**config.mk**
```make
export PLATFORM = sky130hd
export DESIGN_NAME = gtq_ram
export DESIGN_NICKNAME = d
export VERILOG_FILES = /design/src/design/gtq_ram.sv
export SDC_FILE = /design/constraint.sdc
export NUM_CORES = 1
export LEC_CHECK = 0
export ABC_AREA = 1
export BUFFER_PORTS_ARGS = -buffer_cell sky130_fd_sc_hd__buf_2
export CAP_MARGIN = 30
export CORE_AREA = 2 2 117 119
export DETAILED_ROUTE_END_ITERATION = 12
export DIE_AREA = 0 0 119 121
export HOLD_SLACK_MARGIN = 0.03
export PLACE_DENSITY = 0.74
export SLEW_MARGIN = 20
export SYNTH_ARGS = -nofsm -noshare
export SYNTH_HDL_FRONTEND = slang
export SYNTH_SLANG_ARGS = --single-unit
export TNS_END_PERCENT = 20
```
**constraint.sdc**
```tcl
create_clock -name clk -period 1.1 [get_ports clk]
set_input_delay 0.11 -clock clk [delete_from_list [all_inputs] [get_ports clk]]
set_output_delay 0.11 -clock clk [all_outputs]
set_load 0.02 [all_outputs]
```
**src/design/gtq_ram.sv**
```systemverilog
// gtq_ram: simple dual-port synchronous ram, one write and one registered read
// no dependencies
module gtq_ram #(
    parameter int WIDTH = 8,
    parameter int DEPTH = 16,
    parameter int AW    = $clog2(DEPTH)
) (
    input  logic             clk,
    input  logic             we,
    input  logic [AW-1:0]    waddr,
    input  logic [WIDTH-1:0] wdata,
    input  logic             re,
    input  logic [AW-1:0]    raddr,
    output logic [WIDTH-1:0] rdata
);

    logic [WIDTH-1:0] mem [DEPTH];

    // write port
    always_ff @(posedge clk)
    begin
        if (we)
        begin
            mem[waddr] <= wdata;
        end
    end

    // registered read, holds when not enabled
    always_ff @(posedge clk)
    begin
        if (re)
        begin
            rdata <= mem[raddr];
        end
    end

endmodule

```
# ---- Word level (Yosys, flattened, before mapping)
# Memory sizes are Yosys's and may differ from the RTL's. A register that Yosys moved wholly into a read port is not among the register bits.
# Index checks and enable logic that the tools add are counted.
dict set report word_totals {
  register_bits 0
  ram_bits 128
  inputBits 19
  output_inout_bits 8
  wordCells 3
  n_memories 1
}
dict set report op_classes {
  n_mux 2
}
# memory words width rd rd_ports_with_merged_regs wr line_no
set mem_list {}
lappend mem_list {mem 16 8 1 1 1 17} ;# logic [WIDTH-1:0] mem [DEPTH];
# operator count
set ops {}
lappend ops {{1-bit 2-to-1 mux} 2}

# ---- Depth between registers and ports, before layout
# Gate-level depths: netlist (run 1).
dict set report logic_depth {
  ltp_word 2
  ltp_mapped 8
  depth_no_buf 7
}

# ---- Worst setup path after synthesis (run 1)
# No wires, ideal clock.
dict set report synth_path {
  path_type {input port to flip-flop}
  start {in waddr[3]}
  end {mem mem[4][0], enable pin}
  setup_time_ns 0.370
  arrival_time_ns 0.691
  required_time_ns 0.730
  slack_ns 0.039
  cell_stages 2
  path_buffers 0
  path_cell_list {nand3b_1 -> nor2_1}
}
# item line_no
set synth_lines {}
lappend synth_lines {{start, declared} 10} ;# input logic [AW-1:0] waddr,
lappend synth_lines {{end, declared} 17}
# No word-level cell before the write port.

# ---- Final worst setup path (run 1)
dict set report layout_path {
  start {reg rdata[7] (read register of mem)}
  end {out rdata[7]}
}
# item line_no
set layout_lines {}
lappend layout_lines {{start, declared} 14} ;# output logic [WIDTH-1:0] rdata
# No word-level cell between the ends.

==> out/qor.csv, run 1 <==
stage;metric;value;unit
flow_run;max cap viols;0;
floorplan;Die ar.;14400;um^2
final_layout;final instance count without filler cells;789;
sta;RSZ-0062 raised after global routing;true;
worst_setup_path;CP Max Fanout;1;
worst_setup_path;Max stage delay on crit path;0.45;ns
sta;Slew headroom;56.7;%
sta;Worst Slack Setup Final;-0.0391;ns
yosys;Yosys cell types;11;
yosys;post-synthesis adder-cell area fraction;0;%
floorplan;die extent in x;119;um
worst_setup_path;worst-path cell chain;buf_6;
worst_hold_path;hold path startpoint;re;
place;DP Wirelength;8370;um
worst_setup_path;CP max-delay cell;edfxtp_1;
detailed_routing;DR vias;4041;
global_route;largest net degree at the start of global routing;33;
worst_setup_path;WP data required;0.99;ns
detailed_routing;Routed wire per std cell;16.7;um
yosys;Synth Area in Simple Gates;20.8;%
global_route;number of global-route vias before repair;3939;
clocking;CTS Buffer Depth;2;
final_layout;Layout area overhead;20.4;%
clocking;CTS root buffer;clkbuf_16;
worst_setup_path;Critical R2R Launch;mem[5][5];
worst_setup_path;R2R depth;6;
floorplan;Die Ht;121;um
detailed_routing;Routed Antenna Nets;0;
final_layout;share of cells above drive strength 1;18.3;%
detailed_routing;Avg Vias per Cell;5.12;
yosys;Yosys warning count;0;
final_layout;Reg area;4080;um^2
yosys;sequential element share of the synthesized area;69.8;%
worst_setup_path;Buffers & Inverters on Critical Path;1;
place;PortBufs;26;
yosys;mux cell area share after synthesis;0;%
sta;Final min period;1.14;ns
worst_setup_path;Crit Path Class;reg -> out;
floorplan;Initial Util;44.7;%
worst_setup_path;Worst Setup Start Kind;flop;
floorplan;Core ar.;13100;um^2
yosys;largest family of logic cells by synthesized area;simple AND/OR/NAND/NOR gates;
yosys;post-synthesis xor/xnor area fraction;0;%
run_status;violated checks;negative setup slack;
clocking;clock slew at reported path FFs;0.06;ns
yosys;Yosys top cell area share;69.8;%
yosys;Mapped Cells;551;
clocking;setup bufs post-CTS;0;
sta;setup violators final;5;
global_route;initial antenna violation count;0;
yosys;Synth area leaders;edfxtp_1, nand2_1, nand3_1;
clocking;clk_lat worst skew;0.41;ns
final_layout;# diodes;0;
yosys;register bit total from synthesis;136;
sta;worst slew pin tran;0.649;ns
place;Placed Cells;757;
worst_setup_path;CP delay by family, top;flip-flops;
place;Setup WS pre-CTS;-0.242;ns
clocking;H-tree depth;4;
sta;final hold violations;0;
detailed_routing;residual DRC count;0;
clocking;clock sink count;136;
yosys;average size of a mapped cell;10.6;um^2
detailed_routing;Iter 0 DRT Violations;518;
pwr;Cell Pwr Density;1780;nW/um^2
pwr;worst IR drop on VDD;0.00122;V
worst_setup_path;r2r endpoint;rdata[5];
final_layout;area of the multi-input gates;1340;um^2
sta;Max Fclk;878;MHz
worst_hold_path;WHS Endpoint;rdata[3];
floorplan;I/O pins;27;
sta;Final Skew;0.00594;ns
floorplan;Rows;42;
global_route;GR Util All Layers;19.6;%
clocking;CTS tree;yes;
yosys;Compound-Gate Fraction of Synth Area;0;%
yosys;area leader, netlist;edfxtp_1;
yosys;Syn Std Cell Area;5850;um^2
place;GPL Wtd Cong;0.891;
worst_setup_path;CP Capture Type;primary output;
global_route;first-pass GRT wire length;20900;um
worst_setup_path;R2R setup slack;-0.01;ns
sta;Final period util;104;%
worst_setup_path;Critical Path AT;1.03;ns
detailed_routing;Routed WL;13200;um
final_layout;Final #Nets;619;
sta;Final Slew Violations;0;
global_route;global route total overflow;0;
detailed_routing;drt pass-1 iters;5;
worst_hold_path;Hold Crit Class;in -> reg;
worst_hold_path;worst hold path depth;1;
pwr;Pleak;3.04;nW
yosys;syn nets;570;
final_layout;number of fill cells;1056;
run_status;status;complete, but fails checks;
clocking;Inserted Clock Buffers;17;
worst register-to-register path, delay by kind of cell, from the launching register on:
kind	cells	cell delay (ns)
simple gates	5	0.40
flops	1	0.38
buf+inv	1	0.08
logic make-up (layout without fill, tap and decap cells):
| kind of cell | Yosys count | in the layout |
|---|---|---|
| buf+inv | 126 | 188 |
| simple gates | 289 | 289 |
| flops | 136 | 136 |
synth_stat cells:
| library cell | count |
|---|---|
| nand2_1 | 173 |
| edfxtp_1 | 136 |
| inv_1 | 100 |
| nand3_1 | 97 |
| nor2_1 | 17 |
| buf_2 | 13 |
| buf_6 | 6 |
| buf_4 | 4 |
| inv_2 | 2 |
| nand3b_1 | 2 |
| buf_1 | 1 |
worst max path at each step:
stage / from / endpoint / slack (ns) / cells past startpoint
after floorplan: waddr[3] / mem[4][0] / 0.04 / 2
after global placement: raddr[0] / rdata[4] / -0.22 / 9
after detailed placement: raddr[0] / rdata[4] / -0.24 / 9
after CTS: rdata[4] / rdata[4] / -0.04 / 1
after global routing: rdata[6] / rdata[6] / -0.05 / 1
final: rdata[7] / rdata[7] / -0.04 / 1
power breakdown:
group	total, mW	leakage, nW	internal (mW)	switching [mW]
sequential	5.88	1.24	5.84	0.0425
clock	5.81	0.295	3.76	2.05
combinational	0.809	1.51	0.257	0.552
total	12.5	3.04	9.86	2.64
timing repair:
item | 4_1_cts | 5_1_grt
gates cloned | 0 | 0
setup endpoints to repair | 12 | 14
resized for setup | 15 | 20
hold buffers | 0 | 0
pin swaps | 2 | 6
through the flow:
step | util (%) | area [um^2] | total power, mW | TNS (ns) | hold slack, ns
final | 53.8 | 7040 | 12.5 | -0.0948 | 0.0648
after global routing | 53.8 | 7040 | 12.9 | -0.561 | 0.0476
after CTS | 53.1 | 6950 | 12.5 | -0.180 | 0.0405
after detailed placement | 48.0 | 6280 | 6.73 | -2.84 | 0.479
after global placement | 48.0 | 6280 | 6.71 | -2.39 | 0.472
after floorplan | - | 5850 | 6.41 | 0 | 0.209
layout make-up:
type                            instances  area share, %
Tap cell                              176           3.13
Inverter                              102           5.44
Clock buffer                           18           6.10
Clock inverter                         14           2.56
Timing Repair Buffer                   54           5.72
Sequential cell                       136           58.0
Multi-Input combinational cell        289           19.1
state kept, by name (all words and copies together), names as in the netlist:
signal,cells
mem,128
rdata,8
layout by cell type, fill, tap and decap left out:
master,Yosys,final
buf_12,0,3
buf_2,13,22
buf_4,4,25
buf_6,6,4
bufinv_16,0,4
clkbuf_1,0,1
clkbuf_16,0,17
clkinv_1,0,2
clkinv_2,0,4
clkinv_4,0,1
clkinvlp_4,0,2
edfxtp_1,136,136
inv_1,100,99
inv_2,2,3
inv_6,0,1
nand2_1,173,172
nand2_2,0,1
nand3_1,97,72
nand3_2,0,25
nand3b_1,2,2
nor2_1,17,17
metal layers:
metal	track usage, %	wire (um)	vias to the layer above
met2	32.3	6550	198
li1	-	-	1877
met4	8.93	320	0
met3	5.08	1150	29
met5	0	0	-
met1	24.5	5160	1937
(Power assumes the default switching activity.)
==> inputs of run 2 (changes only) <==
--- a/config.mk
+++ b/config.mk
@@ -8,9 +8,9 @@
 export ABC_AREA = 1
 export BUFFER_PORTS_ARGS = -buffer_cell sky130_fd_sc_hd__buf_2
 export CAP_MARGIN = 30
-export CORE_AREA = 2 2 117 119
+export CORE_AREA = 4 4 167 88
 export DETAILED_ROUTE_END_ITERATION = 12
-export DIE_AREA = 0 0 119 121
+export DIE_AREA = 0 0 171 92
 export HOLD_SLACK_MARGIN = 0.03
 export PLACE_DENSITY = 0.74
 export SLEW_MARGIN = 20
==> out/qor.csv, run 2 (synthesis results as in run 1) <==
stage;metric;value;unit
final_layout;Final #Nets;630;
final_layout;share of cells above drive strength 1;23.4;%
detailed_routing;Routed WL;15400;um
sta;Final min period;1.19;ns
detailed_routing;DR vias;4156;
worst_setup_path;Worst Setup Start Kind;flop;
final_layout;Layout area overhead;22.7;%
global_route;first-pass GRT wire length;23100;um
place;Placed Cells;768;
clocking;clk_lat worst skew;0.41;ns
clocking;clock sink count;136;
global_route;largest net degree at the start of global routing;43;
worst_setup_path;Max stage delay on crit path;0.49;ns
final_layout;largest registers;mem (128), rdata (8);
floorplan;Die ar.;15700;um^2
pwr;Internal;9.20;mW
clocking;H-tree depth;4;
flow_run;max cap viols;0;
sta;final hold violations;0;
floorplan;die extent in x;171;um
worst_setup_path;WP data required;0.99;ns
worst_setup_path;CP Capture Type;primary output;
global_route;number of global-route vias before repair;3862;
detailed_routing;Routed Antenna Nets;0;
final_layout;most frequent cells in the layout;nand2_1, edfxtp_1, inv_1, nand3_1, nand3_2;
run_status;violated checks;negative setup slack;
global_route;global route total overflow;0;
detailed_routing;Routed wire per std cell;19.3;um
detailed_routing;Iter 0 DRT Violations;529;
global_route;initial antenna violation count;2;
run_status;status;complete, but fails checks;
place;PortBufs;26;
pwr;Clk pwr share;43.3;%
clocking;Inserted Clock Buffers;17;
clocking;CTS Buffer Depth;2;
detailed_routing;residual DRC count;0;
floorplan;I/O pins;27;
pwr;sequential share of power;49.0;%
place;GPL Wtd Cong;0.971;
pwr;Cell Pwr Density;1670;nW/um^2
worst_setup_path;CP max-delay cell;edfxtp_1;
pwr;combinational share of power;7.7;%
sta;worst slew pin tran;0.476;ns
floorplan;Rows;30;
pwr;worst IR drop on VDD;0.00107;V
clocking;CTS root buffer;clkbuf_16;
worst_setup_path;Critical Path AT;1.08;ns
sta;Worst Slack Setup Final;-0.0904;ns
worst_setup_path;CP delay by family, top;flip-flops;
final_layout;commonest non-fill, non-tap cell in the layout;nand2_1;
pwr;Pleak;3.10;nW
final_layout;Reg with most FFs;mem;
final_layout;max reg flops;128;
final_layout;final instance count without filler cells;799;
pwr;switching share of power;23.4;%
clocking;CTS tree;yes;
floorplan;Core ar.;13300;um^2
sta;setup violators final;7;
clocking;setup bufs post-CTS;0;
floorplan;Die Ht;92;um
worst_setup_path;Crit Path Class;reg -> out;
sta;Final period util;108;%
worst_setup_path;CP Max Fanout;1;
worst_hold_path;Hold Crit Class;in -> reg;
sta;Post-Route Setup TNS;-0.290;ns
sta;Max Fclk;840;MHz
place;DP Wirelength;10400;um
worst_setup_path;worst-path cell chain;buf_6;
clocking;clock slew at reported path FFs;0.06;ns
floorplan;Initial Util;44.0;%
sta;RSZ-0062 raised after global routing;true;
sta;Final Skew;0.00823;ns
pwr;switching power total;2.81;mW
sta;Final Slew Violations;0;
detailed_routing;Avg Vias per Cell;5.20;
detailed_routing;drt pass-1 iters;6;
sta;Slew headroom;68.3;%
final_layout;Finished Core Util;54.0;%
global_route;GR Util All Layers;20.4;%
final_layout;# diodes;0;
worst_setup_path;Buffers & Inverters on Critical Path;1;
-- run 2: cell types whose count changed in the layout (fill, tap and decap cells not counted), moves of 3 or more --
| cell | before | now |
|---|---|---|
| nand2_2 | 1 | 7 |
| nand3_2 | 25 | 39 |
| buf_4 | 25 | 34 |
| bufinv_16 | 4 | 1 |
| nand3_1 | 72 | 56 |
| nand2_1 | 172 | 166 |
-- run 2: path summary, 6_finish.rpt --
check,start,slack [ns],end,depth (start not counted)
worst min register to register,mem[9][7],0.76,rdata[7],6
worst max-delay path,rdata[1],-0.09,rdata[1],1
worst max register to register,mem[15][5],-0.02,rdata[5],6
worst min-delay path,re,0.08,rdata[6],1
-- run 2: layer usage --
layer | vias up | GRT usage, % | share of wire (%)
met4 | 4 | 4.81 | 0.92
met1 | 2024 | 31.6 | 47
li1 | 1905 | - | -
met5 | - | 0 | 0.13
met3 | 18 | 8.61 | 12
met2 | 205 | 26.2 | 40
-- run 2: power groups by stage --
stage / sequential, mW / clock (mW) / combinational (mW)
2_1_floorplan: 6.00 / 0 / 0.409
4_1_cts: 5.89 / 5.26 / 0.858
5_1_grt: 5.89 / 5.48 / 1.00
6_report: 5.89 / 5.20 / 0.922
3_5_place_dp: 5.99 / 0 / 0.822
3_3_place_gp: 5.99 / 0 / 0.806
-- run 2: metrics by stage --
stage	setup WS (ns)	hold slack, ns	cell area, um^2	power, mW
floorplan	0.0392	0.209	5850	6.41
detailed placement	-0.286	0.498	6390	6.81
finish	-0.0904	0.0800	7170	12.0
global route	-0.0928	0.0724	7170	12.4
CTS	-0.0865	0.0665	7020	12.0
global placement	-0.256	0.498	6390	6.80
-- run 2: area by class of cell --
cell class / instances / area [um^2]
clock buffer: 17 / 425
clock inverter: 14 / 111
fill: 1142 / 6110
inverter: 102 / 383
multi-input combinational: 289 / 1450
sequential: 136 / 4080
tap: 176 / 220
timing repair buffer: 65 / 498
-- run 2: repair_timing --
item                       CTS  global route
resized for setup           21            35
hold buffers                 0             0
setup endpoints to repair   14            14
gates cloned                 0             0
pin swaps                    2            18
